$ cat src/sv/stl_pkg.sv
`timescale 1ns / 1ps
// ----------------------------------------------------------------------------
// stl_pkg
// Shared types, token kinds and keyword table for the token lexer.
// ----------------------------------------------------------------------------
package stl_pkg;

	localparam int PosW  = 32;
	localparam int LineW = 24;
	localparam int LenW  = 16;
	localparam int KindW = 6;

	localparam logic [KindW-1:0] K_DOT    = 6'd5;
	localparam logic [KindW-1:0] K_BANG   = 6'd10;
	localparam logic [KindW-1:0] K_EQ     = 6'd12;
	localparam logic [KindW-1:0] K_LT     = 6'd14;
	localparam logic [KindW-1:0] K_GT     = 6'd16;
	localparam logic [KindW-1:0] K_STRING = 6'd18;
	localparam logic [KindW-1:0] K_NUMBER = 6'd19;
	localparam logic [KindW-1:0] K_IDENT  = 6'd20;
	localparam logic [KindW-1:0] K_KEY0   = 6'd21;
	localparam logic [KindW-1:0] K_EOF    = 6'd37;
	localparam logic [KindW-1:0] K_BAD    = 6'd38;
	localparam logic [KindW-1:0] K_UNTERM = 6'd39;

	typedef enum logic [3:0] {
		M_IDLE, M_SLASH, M_COMMENT, M_OPER, M_STRING, M_INT, M_DOT, M_FRAC, M_IDENT
	} mode_t;

	// One token slot as produced by the scanner.
	typedef struct packed {
		logic [KindW-1:0] kind;
		logic [PosW-1:0]  start;
		logic [LenW-1:0]  len;
		logic [LineW-1:0] line;
	} token_t;

	// Up to three tokens per source byte.
	typedef struct packed {
		logic [1:0] count;
		token_t     t0;
		token_t     t1;
		token_t     t2;
	} group_t;

	function automatic logic [47:0] kw_text(input logic [3:0] i);
		unique case (i)
			4'd0:  kw_text = {24'd0, "dna"};
			4'd1:  kw_text = {8'd0,  "ssalc"};
			4'd2:  kw_text = {16'd0, "esle"};
			4'd3:  kw_text = {8'd0,  "eslaf"};
			4'd4:  kw_text = {16'd0, "cnuf"};
			4'd5:  kw_text = {24'd0, "rof"};
			4'd6:  kw_text = {32'd0, "fi"};
			4'd7:  kw_text = {24'd0, "lin"};
			4'd8:  kw_text = {32'd0, "ro"};
			4'd9:  kw_text = {8'd0,  "tnirp"};
			4'd10: kw_text = "nruter";
			4'd11: kw_text = {8'd0,  "repus"};
			4'd12: kw_text = {16'd0, "siht"};
			4'd13: kw_text = {16'd0, "eurt"};
			4'd14: kw_text = {24'd0, "rav"};
			default: kw_text = {8'd0, "elihw"};
		endcase
	endfunction

	function automatic logic [2:0] kw_len(input logic [3:0] i);
		unique case (i)
			4'd0, 4'd5, 4'd7, 4'd14: kw_len = 3'd3;
			4'd2, 4'd4, 4'd12, 4'd13: kw_len = 3'd4;
			4'd6, 4'd8: kw_len = 3'd2;
			4'd10: kw_len = 3'd6;
			default: kw_len = 3'd5;
		endcase
	endfunction

	function automatic logic is_dig(input logic [7:0] c);
		is_dig = (c >= 8'h30) && (c <= 8'h39);
	endfunction

	function automatic logic is_alp(input logic [7:0] c);
		is_alp = ((c >= 8'h61) && (c <= 8'h7a)) || ((c >= 8'h41) && (c <= 8'h5a))
			|| (c == 8'h5f);
	endfunction

endpackage

$ cat src/sv/stl_scan.sv
`timescale 1ns / 1ps
// ----------------------------------------------------------------------------
// stl_scan
// Front end: lexer state machine, one byte per cycle while grp_ready is high, emits a token group.
// ----------------------------------------------------------------------------
module stl_scan (
	input  logic                  clk,
	input  logic                  arst_n,
	input  logic                  in_valid,
	output logic                  in_ready,
	input  logic [7:0]            ch,
	input  logic                  eot,
	output logic                  grp_valid,
	input  logic                  grp_ready,
	output stl_pkg::group_t       grp
);

	stl_pkg::mode_t                 mode_q;
	logic [stl_pkg::KindW-1:0]      pend_q;
	logic [stl_pkg::PosW-1:0]       pos_q;
	logic [stl_pkg::LineW-1:0]      line_q;
	logic [stl_pkg::PosW-1:0]       start_q;
	logic [stl_pkg::LenW-1:0]       len_q;
	logic [47:0]                    kwb_q;

	stl_pkg::mode_t                 mode_d;
	logic [stl_pkg::KindW-1:0]      pend_d;
	logic [stl_pkg::LineW-1:0]      line_d;
	logic [stl_pkg::PosW-1:0]       start_d;
	logic [stl_pkg::LenW-1:0]       len_d;
	logic [47:0]                    kwb_d;
	stl_pkg::group_t                g;
	logic [stl_pkg::KindW-1:0]      ident_kind;
	logic                           used;
	logic                           fire;
	logic [stl_pkg::LenW-1:0]       len_inc;
	logic [stl_pkg::LineW-1:0]      line_inc;

	assign in_ready = grp_ready;
	assign fire = in_valid && in_ready;
	assign len_inc = (len_q == '1) ? len_q : len_q + 1'b1;

	always_comb begin
		ident_kind = stl_pkg::K_IDENT;
		if (len_q <= 16'd6) begin
			for (int i = 15; i >= 0; i--) begin
				if ((16'(stl_pkg::kw_len(4'(i))) == len_q)
					&& (stl_pkg::kw_text(4'(i)) == kwb_q))
					ident_kind = stl_pkg::K_KEY0 + 6'(i);
			end
		end
	end

	always_comb begin
		logic [stl_pkg::KindW-1:0] k [3];
		logic [stl_pkg::PosW-1:0]  s [3];
		logic [stl_pkg::LenW-1:0]  l [3];
		logic [stl_pkg::LineW-1:0] ln [3];
		logic [1:0]                n;
		logic [stl_pkg::LineW-1:0] cl;
		logic [stl_pkg::LenW-1:0]  cur_len;
		n = 2'd0;
		for (int i = 0; i < 3; i++) begin
			k[i] = '0; s[i] = '0; l[i] = '0; ln[i] = '0;
		end
		mode_d = mode_q; pend_d = pend_q; start_d = start_q; len_d = len_q; kwb_d = kwb_q;
		cl = line_q;
		used = 1'b0;
		line_inc = (line_q == '1) ? line_q : line_q + 1'b1;
		cur_len = len_q;
		if (eot) begin
			unique case (mode_q)
				stl_pkg::M_OPER: begin
					k[0] = pend_q; s[0] = start_q; l[0] = 16'd1; n = 2'd1;
				end
				stl_pkg::M_INT, stl_pkg::M_FRAC: begin
					k[0] = stl_pkg::K_NUMBER; s[0] = start_q; l[0] = len_q; n = 2'd1;
				end
				stl_pkg::M_DOT: begin
					k[0] = stl_pkg::K_NUMBER; s[0] = start_q; l[0] = len_q - 1'b1;
					k[1] = stl_pkg::K_DOT; s[1] = pos_q - 1'b1; l[1] = 16'd1; n = 2'd2;
				end
				stl_pkg::M_IDENT: begin
					k[0] = ident_kind; s[0] = start_q; l[0] = len_q; n = 2'd1;
				end
				stl_pkg::M_STRING: begin
					k[0] = stl_pkg::K_UNTERM; s[0] = start_q; l[0] = len_q; n = 2'd1;
				end
				stl_pkg::M_SLASH: begin
					k[0] = stl_pkg::K_BAD; s[0] = start_q; l[0] = 16'd1; n = 2'd1;
				end
				default: ;
			endcase
			k[n] = stl_pkg::K_EOF; s[n] = pos_q; l[n] = '0; n = n + 1'b1;
			mode_d = stl_pkg::M_IDLE; pend_d = '0; len_d = '0; kwb_d = '0;
		end else begin
			unique case (mode_q)
				stl_pkg::M_COMMENT: begin
					if (ch == 8'h0a) begin cl = line_inc; mode_d = stl_pkg::M_IDLE; end
					used = 1'b1;
				end
				stl_pkg::M_SLASH: begin
					if (ch == 8'h2f) begin mode_d = stl_pkg::M_COMMENT; used = 1'b1; end
					else begin k[0] = stl_pkg::K_BAD; s[0] = start_q; l[0] = 16'd1; n = 2'd1; end
				end
				stl_pkg::M_OPER: begin
					if (ch == 8'h3d) begin
						k[0] = pend_q + 1'b1; s[0] = start_q; l[0] = 16'd2; n = 2'd1;
						mode_d = stl_pkg::M_IDLE; used = 1'b1;
					end else begin
						k[0] = pend_q; s[0] = start_q; l[0] = 16'd1; n = 2'd1;
					end
				end
				stl_pkg::M_STRING: begin
					len_d = len_inc;
					if (ch == 8'h0a) cl = line_inc;
					if (ch == 8'h22) begin
						k[0] = stl_pkg::K_STRING; s[0] = start_q; l[0] = len_inc; n = 2'd1;
						mode_d = stl_pkg::M_IDLE;
					end
					used = 1'b1;
				end
				stl_pkg::M_INT, stl_pkg::M_FRAC: begin
					if (stl_pkg::is_dig(ch)) begin len_d = len_inc; used = 1'b1; end
					else if (ch == 8'h2e && mode_q == stl_pkg::M_INT) begin
						len_d = len_inc; mode_d = stl_pkg::M_DOT; used = 1'b1;
					end else begin
						k[0] = stl_pkg::K_NUMBER; s[0] = start_q; l[0] = len_q; n = 2'd1;
					end
				end
				stl_pkg::M_DOT: begin
					if (stl_pkg::is_dig(ch)) begin
						len_d = len_inc; mode_d = stl_pkg::M_FRAC; used = 1'b1;
					end else begin
						k[0] = stl_pkg::K_NUMBER; s[0] = start_q; l[0] = len_q - 1'b1;
						k[1] = stl_pkg::K_DOT; s[1] = pos_q - 1'b1; l[1] = 16'd1; n = 2'd2;
					end
				end
				stl_pkg::M_IDENT: begin
					if (stl_pkg::is_alp(ch) || stl_pkg::is_dig(ch)) begin
						if (len_q < 16'd6) kwb_d = kwb_q | (48'(ch) << {len_q[2:0], 3'b000});
						len_d = len_inc; used = 1'b1;
					end else begin
						k[0] = ident_kind; s[0] = start_q; l[0] = len_q; n = 2'd1;
					end
				end
				default: ;
			endcase
			// line for tokens emitted before any idle-byte newline
			for (int i = 0; i < 3; i++) ln[i] = cl;
			if (!used) begin
				mode_d = stl_pkg::M_IDLE;
				priority case (1'b1)
					(ch == 8'h20 || ch == 8'h0d || ch == 8'h09): ;
					(ch == 8'h0a): cl = line_inc;
					(ch == 8'h28 || ch == 8'h29 || ch == 8'h7b || ch == 8'h7d || ch == 8'h2c
						|| ch == 8'h2e || ch == 8'h2d || ch == 8'h2b || ch == 8'h3b
						|| ch == 8'h2a): begin
						unique case (ch)
							8'h28: k[n] = 6'd0;
							8'h29: k[n] = 6'd1;
							8'h7b: k[n] = 6'd2;
							8'h7d: k[n] = 6'd3;
							8'h2c: k[n] = 6'd4;
							8'h2e: k[n] = 6'd5;
							8'h2d: k[n] = 6'd6;
							8'h2b: k[n] = 6'd7;
							8'h3b: k[n] = 6'd8;
							default: k[n] = 6'd9;
						endcase
						s[n] = pos_q; l[n] = 16'd1; n = n + 1'b1;
					end
					(ch == 8'h21 || ch == 8'h3d || ch == 8'h3c || ch == 8'h3e): begin
						mode_d = stl_pkg::M_OPER; start_d = pos_q; len_d = 16'd1;
						pend_d = (ch == 8'h21) ? stl_pkg::K_BANG :
							(ch == 8'h3d) ? stl_pkg::K_EQ :
							(ch == 8'h3c) ? stl_pkg::K_LT : stl_pkg::K_GT;
					end
					(ch == 8'h2f): begin
						mode_d = stl_pkg::M_SLASH; start_d = pos_q; len_d = 16'd1;
					end
					(ch == 8'h22): begin
						mode_d = stl_pkg::M_STRING; start_d = pos_q; len_d = 16'd1;
					end
					stl_pkg::is_dig(ch): begin
						mode_d = stl_pkg::M_INT; start_d = pos_q; len_d = 16'd1;
					end
					stl_pkg::is_alp(ch): begin
						mode_d = stl_pkg::M_IDENT; start_d = pos_q; len_d = 16'd1;
						kwb_d = 48'(ch);
					end
					default: begin
						k[n] = stl_pkg::K_BAD; s[n] = pos_q; l[n] = 16'd1; n = n + 1'b1;
					end
				endcase
			end
		end
		if (eot) for (int i = 0; i < 3; i++) ln[i] = line_q;
		line_d = cl;
		g.count = n;
		g.t0 = '{k[0], s[0], l[0], ln[0]};
		g.t1 = '{k[1], s[1], l[1], ln[1]};
		g.t2 = '{k[2], s[2], l[2], ln[2]};
	end

	always_ff @(posedge clk or negedge arst_n) begin
		if (!arst_n) begin
			mode_q    <= stl_pkg::M_IDLE;
			pend_q    <= '0;
			pos_q     <= '0;
			line_q    <= stl_pkg::LineW'(1);
			start_q   <= '0;
			len_q     <= '0;
			kwb_q     <= '0;
			grp_valid <= 1'b0;
		end else begin
			if (grp_ready) grp_valid <= fire && (g.count != 2'd0);
			if (fire) begin
				mode_q  <= mode_d;
				pend_q  <= pend_d;
				line_q  <= line_d;
				start_q <= start_d;
				len_q   <= len_d;
				kwb_q   <= kwb_d;
				if (!eot) pos_q <= pos_q + 1'b1;
			end
		end
	end

	always_ff @(posedge clk) begin
		if (fire && grp_ready) grp <= g;
	end

	ap_len_sat: assert property (@(posedge clk) disable iff (!arst_n)
		fire && !eot && mode_q == stl_pkg::M_STRING && len_q == '1 |=> len_q == '1)
		else $error("length did not saturate");
	ap_line_mono: assert property (@(posedge clk) disable iff (!arst_n)
		!fire |=> $stable(line_q))
		else $error("line moved without transaction");
	ap_eot_idle: assert property (@(posedge clk) disable iff (!arst_n)
		fire && eot |=> mode_q == stl_pkg::M_IDLE)
		else $error("mode not idle after end of text");

endmodule

$ cat src/sv/stl_drain.sv
`timescale 1ns / 1ps
// ----------------------------------------------------------------------------
// stl_drain
// Back end: two-entry group queue, serializes tokens onto the output stream.
// ----------------------------------------------------------------------------
module stl_drain (
	input  logic            clk,
	input  logic            arst_n,
	input  logic            grp_valid,
	output logic            grp_ready,
	input  stl_pkg::group_t grp,
	output logic            out_valid,
	input  logic            out_ready,
	output stl_pkg::token_t out_tok,
	output logic            out_last
);

	stl_pkg::group_t q_q [2];
	logic            wp_q;
	logic            rp_q;
	logic [1:0]      cnt_q;
	logic [1:0]      idx_q;
	logic            push;
	logic            pop;
	stl_pkg::group_t head;

	assign head      = q_q[rp_q];
	assign grp_ready = (cnt_q != 2'd2);
	assign push      = grp_valid && grp_ready;
	assign out_valid = (cnt_q != 2'd0);
	assign out_last  = (idx_q == head.count - 1'b1);
	assign pop       = out_valid && out_ready && out_last;

	always_comb begin
		unique case (idx_q)
			2'd0:    out_tok = head.t0;
			2'd1:    out_tok = head.t1;
			default: out_tok = head.t2;
		endcase
	end

	always_ff @(posedge clk or negedge arst_n) begin
		if (!arst_n) begin
			wp_q  <= 1'b0;
			rp_q  <= 1'b0;
			cnt_q <= '0;
			idx_q <= '0;
		end else begin
			if (push) wp_q <= !wp_q;
			if (pop) rp_q <= !rp_q;
			cnt_q <= cnt_q + 2'(push) - 2'(pop);
			if (out_valid && out_ready) idx_q <= out_last ? 2'd0 : idx_q + 1'b1;
		end
	end

	always_ff @(posedge clk) begin
		if (push) q_q[wp_q] <= grp;
	end

	ap_no_empty: assert property (@(posedge clk) disable iff (!arst_n)
		push |-> grp.count != 2'd0)
		else $error("empty group queued");
	ap_cnt: assert property (@(posedge clk) disable iff (!arst_n)
		cnt_q != 2'd3)
		else $error("queue overflow");
	ap_idx: assert property (@(posedge clk) disable iff (!arst_n)
		out_valid |-> idx_q < head.count)
		else $error("index past group");

endmodule

$ cat src/sv/script_token_lexer_unit.sv
`timescale 1ns / 1ps
// ----------------------------------------------------------------------------
// script_token_lexer_unit
// Streaming lexer: source bytes in, tokens out.
// ----------------------------------------------------------------------------
// Input stream s_axis: one source byte per transaction in tdata, tuser set
// marks end of text (tdata ignored then). Output stream m_axis: one token
// per transaction; tdata carries kind, start, length and line, tlast marks
// the final token caused by one input byte.
// The scanner takes one byte per cycle while the queue has room and registers
// the token group (0 to 3 tokens) it completes; that group is then written
// into the queue, from which its first token is offered on m_axis.
// A two-group queue feeds the output, one token per cycle while m_axis is ready,
// so sustained rate is one byte per cycle unless a byte yields several tokens.
// When m_axis stalls the queue fills and s_axis_tready falls; nothing is lost.
// Reset puts the scanner idle at offset 0, line 1, with the queue empty.
// ----------------------------------------------------------------------------
module script_token_lexer_unit (
	input  logic        clk,
	input  logic        arst_n,
	input  logic        s_axis_tvalid,
	output logic        s_axis_tready,
	input  logic [7:0]  s_axis_tdata,   // ch
	input  logic        s_axis_tuser,   // end_of_text
	output logic        m_axis_tvalid,
	input  logic        m_axis_tready,
	output logic [79:0] m_axis_tdata,   // token_kind, token_start, token_length, token_line
	output logic        m_axis_tlast
);

	logic            grp_valid;
	logic            grp_ready;
	stl_pkg::group_t grp;
	stl_pkg::token_t tok;

	stl_scan u_scan (
		.clk       (clk),
		.arst_n    (arst_n),
		.in_valid  (s_axis_tvalid),
		.in_ready  (s_axis_tready),
		.ch        (s_axis_tdata),
		.eot       (s_axis_tuser),
		.grp_valid (grp_valid),
		.grp_ready (grp_ready),
		.grp       (grp)
	);

	stl_drain u_drain (
		.clk       (clk),
		.arst_n    (arst_n),
		.grp_valid (grp_valid),
		.grp_ready (grp_ready),
		.grp       (grp),
		.out_valid (m_axis_tvalid),
		.out_ready (m_axis_tready),
		.out_tok   (tok),
		.out_last  (m_axis_tlast)
	);

	assign m_axis_tdata = {2'b00, tok.line, tok.len, tok.start, tok.kind};

endmodule

$ cat config.mk
export PLATFORM = sky130hd
export DESIGN_NAME = script_token_lexer_unit
export DESIGN_NICKNAME = d
export VERILOG_FILES = /design/src/sv/stl_pkg.sv /design/src/sv/stl_scan.sv /design/src/sv/stl_drain.sv /design/src/sv/script_token_lexer_unit.sv
export SDC_FILE = /design/constraint.sdc
export NUM_CORES = 1
export LEC_CHECK = 0
export BUFFER_PORTS_ARGS = -buffer_cell sky130_fd_sc_hd__buf_4
export CAP_MARGIN = 20
export CORE_MARGIN = 2
export CORE_UTILIZATION = 65
export CTS_CLUSTER_DIAMETER = 40
export DETAILED_ROUTE_END_ITERATION = 7
export GPL_ROUTABILITY_DRIVEN = 1
export PLACE_DENSITY = 0.83
export SLEW_MARGIN = 0
export SYNTH_ARGS = -nofsm -noshare
export SYNTH_HDL_FRONTEND = slang
export SYNTH_SLANG_ARGS = --single-unit
$ cat constraint.sdc
create_clock -name clk -period 13.92 [get_ports clk]
set_clock_uncertainty 0.2 [all_clocks]
set_input_delay 1.392 -clock clk [delete_from_list [all_inputs] [get_ports clk]]
set_output_delay 1.392 -clock clk [all_outputs]
set_load 0.1 [all_outputs]
==> metrics.csv <==
stage;metric;value;unit
detailed_routing;Detailed Route WL;77560;um
synthesis;register area share after synthesis;0.6235;
critical_path;CP startpoint kind;flip-flop;
clock_tree;TritonCTS Buffers;74;
synthesis;Post-synth ARST share;0.2630;
finish;multi-input logic area;0.01018;mm2
detailed_routing;vias per cell;6.823;
floorplan;row count;77;
status;status;complete, no violations;
global_routing;vias in the first global route;20770;
finish;fillers;2788;
clock_tree;H-tree levels;3;
finish;Antenna diodes;0;
sta;Slew headroom;0.2662;
clock_tree;Max Root-Sink Buffers;3;
clock_tree;# hold bufs at CTS;0;
finish;Finished Core Util;0.7403;
clock_tree;CTS clk-pin slew, worst paths;0.06;ns
power;P per Cell Area;237.4;mW/mm2
floorplan;DIE HEIGHT;216.1;um
clock_tree;post-CTS setup buffers;0;
sta;TNS Setup;0;ns
synthesis;Post-synth EDFFs;468;
detailed_routing;DRC Markers;0;
detailed_routing;Max Used Layer;met4;
detailed_routing;TritonRoute pass-1 iters;7;
critical_path;Critical Path AT;3.81;ns
sta;Final Setup Violations;0;
sta;period utilization;0.3882;
finish;nets@finish;2483;
clock_tree;clk_lat worst skew;0.61;ns
clock_tree;Clock Root Buffer;clkbuf_16;
clock_tree;clk sink count;635;
detailed_routing;routed wl met2;37660;um
floorplan;io pins;96;
floorplan;core box area;0.04432;mm2
power;Lkg Pwr;12.44;nW
floorplan;die area;0.04670;mm2
synthesis;Yosys cell types;78;
job;Max-cap violations;0;
synthesis;FF+latch count, synth;635;
finish;Cell Count, Final, Fillers Out;3104;
floorplan;Die X-Extent;216.1;um
critical_path;CP required;12.33;ns
global_routing;largest net degree at the start of global routing;101;
synthesis;Synth Instances;2431;
synthesis;Synth Flop Type;edfxtp_1;
detailed_routing;via count;21180;
placed_design;RD Place Congestion;0.9515;
critical_path;Worst setup EP type;output pin;
global_routing;initial antenna violation count;0;
finish;layout cells sized above 1;0.1381;
critical_path;Max FO, Critical Path;62;
critical_path;kind of critical path;reg -> out;
sta;Slew Limit Fails;0;
clock_tree;TritonCTS clock tree;done;
placed_design;Final HPWL DP;48630;um
detailed_routing;Post-DRT Antenna Nets;0;
synthesis;syn avg cell area;12.03;um2
finish;Syn-to-layout area delta;12.19;%
placed_design;# placed instances;2964;
detailed_routing;WL met3;6562;um
synthesis;synthesized area;0.02924;mm2
clock_tree;CTS resizes;0;
sta;RSZ-0062 raised after global routing;false;
finish;design area;0.03281;mm2
power;VDD IR max;0.0003585;V
finish;Reg area;0.01824;mm2
floorplan;Initial Utilization;0.6599;
sta;Max Clk Rate;185.1;MHz
synthesis;synth warn;0;
min_path;min-delay worst type;reg -> reg;
placed_design;number of port buffers;93;
sta;Worst Tran Pin Value;1.101;ns
global_routing;global route total overflow;0;
sta;Tmin final;5.404;ns
global_routing;GRT Resource Usage Total;0.3335;
placed_design;Cell Area, Placed;0.03025;mm2
detailed_routing;Iter 0 DRT Violations;2377;
sta;Hold Fails Final Rpt;0;
global_routing;first-pass GRT wire length;120400;um
detailed_routing;WL met1;31020;um
detailed_routing;Wirelength per Cell;24.99;um
-- state kept, by name, summed over array words and instances, names as in the netlist --
name,flops
u_drain.cnt_q,2
u_scan.pos_q,32
u_scan.mode_q,4
u_scan.grp_valid,1
u_scan.kwb_q,48
u_drain.idx_q,2
u_scan.len_q,16
u_drain.rp_q,1
u_scan.line_q,24
u_scan.start_q,32
u_scan.pend_q,4
u_drain.wp_q,1
u_drain.q_q,312
u_scan.grp,156
-- through the flow --
step                      hold slack (ns)  total power [W]  setup WS, ns
after floorplan                    0.2215         0.005088         5.089
after detailed placement           0.2298         0.005802         8.326
after CTS                          0.2383         0.007788         8.532
after global routing               0.2534         0.008040         8.404
final                              0.2410         0.007789         8.516
after global placement             0.2226         0.005720         8.433
-- kinds of logic (layout without fill, tap and decap cells) --
family	Yosys count	count (layout)	synth area share
and+or+nand+nor	807	807	0.1443
DFF	635	635	0.6235
AOI/OAI and AO/OA	566	566	0.1335
buffers and inverters	224	304	0.03029
xor gates and xnor gates	91	91	0.02725
muxes	88	88	0.03294
adders and majority gates	19	19	0.008129
other	1	2	0.0001282
-- synth_stat cells, types with 9 or more instances --
master | count | area [um2]
edfxtp_1 | 468 | 14050
nand2_1 | 190 | 713.2
dfrtp_1 | 166 | 4154
clkbuf_1 | 153 | 574.3
nor2_1 | 147 | 551.8
o21ai_0 | 89 | 445.4
nor3_1 | 88 | 440.4
a21oi_1 | 79 | 395.4
mux2_2 | 66 | 743.2
nor2b_1 | 65 | 406.6
a31oi_1 | 64 | 400.4
nand3_1 | 64 | 320.3
a22o_1 | 62 | 543.0
xnor2_1 | 52 | 455.4
a211oi_1 | 48 | 360.4
a22oi_1 | 46 | 345.3
a221oi_1 | 45 | 394.1
nor4_1 | 40 | 250.2
xor2_1 | 39 | 341.6
nand4_1 | 38 | 237.7
inv_1 | 36 | 135.1
and3_1 | 31 | 193.9
o22ai_1 | 25 | 156.4
o21a_1 | 24 | 180.2
a21o_1 | 23 | 172.7
mux2i_1 | 22 | 220.2
or3_1 | 21 | 131.4
ha_1 | 19 | 237.7
nand2b_1 | 17 | 106.4
or4_1 | 17 | 127.6
buf_1 | 15 | 56.30
or2_2 | 11 | 68.82
nand4b_1 | 10 | 87.58
nor3b_1 | 10 | 75.07
nor4bb_1 | 10 | 100.1
and4_1 | 9 | 78.83
o31ai_1 | 9 | 67.56
-- metal layers --
metal	global-route usage	up-vias
li1	-	9310
met1	0.4658	10480
met2	0.5421	1179
met3	0.04660	206
met4	0.1210	0
met5	0	-
-- worst max-delay path, cell delays in order (launching register included) --
cell	delay, ns
dfrtp_4	0.94
buf_4	0.80
mux2i_1	0.43
xnor2_1	0.16
and3_1	0.19
nor2_1	0.24
inv_1	0.11
buf_4	0.25
-- cell type report --
type                            count  share of cell area
Timing Repair Buffer              128             0.02986
Clock buffer                       92             0.06170
Multi-Input combinational cell   1573              0.3102
Tap cell                          592             0.02258
Inverter                           39            0.004614
Clock inverter                     45             0.01518
Sequential cell                   635              0.5559
-- placed cells by master (no fill, tap or decap), types with 36 or more instances in the layout --
cell type,instances
nand2_1,190
inv_1,36
nor3_1,88
nor2b_1,65
a21oi_1,79
edfxtp_1,468
xnor2_1,52
dfrtp_1,165
mux2_2,66
nand3_1,64
a22o_1,62
a221oi_1,45
o21ai_0,88
nor4_1,40
clkbuf_16,78
buf_4,124
a31oi_1,64
xor2_1,39
a22oi_1,46
nor2_1,145
a211oi_1,48
nand4_1,38
-- power by group --
group / switching [W] / internal (W)
Combinational: 0.00237 / 0.000645
Clock: 0.000796 / 0.00117
Sequential: 0.000238 / 0.00257
-- worst paths after layout --
check                                  from            endpoint  slack [ns]  cells after the start
max                            u_drain.rp_q        m_axis_tlast        8.52                      7
min                          u_scan.grp[63]  u_drain.q_q[0][63]        0.24                      0
max reg2reg                u_scan.mode_q[0]     u_scan.grp[128]        8.63                     12
min reg2reg                  u_scan.grp[63]  u_drain.q_q[0][63]        0.24                      0
max in group asynchronous            arst_n        u_drain.rp_q       11.57                      2
min in group asynchronous            arst_n    u_scan.kwb_q[15]        0.57                      1
No activity file was read; power rests on OpenSTA's default activity.
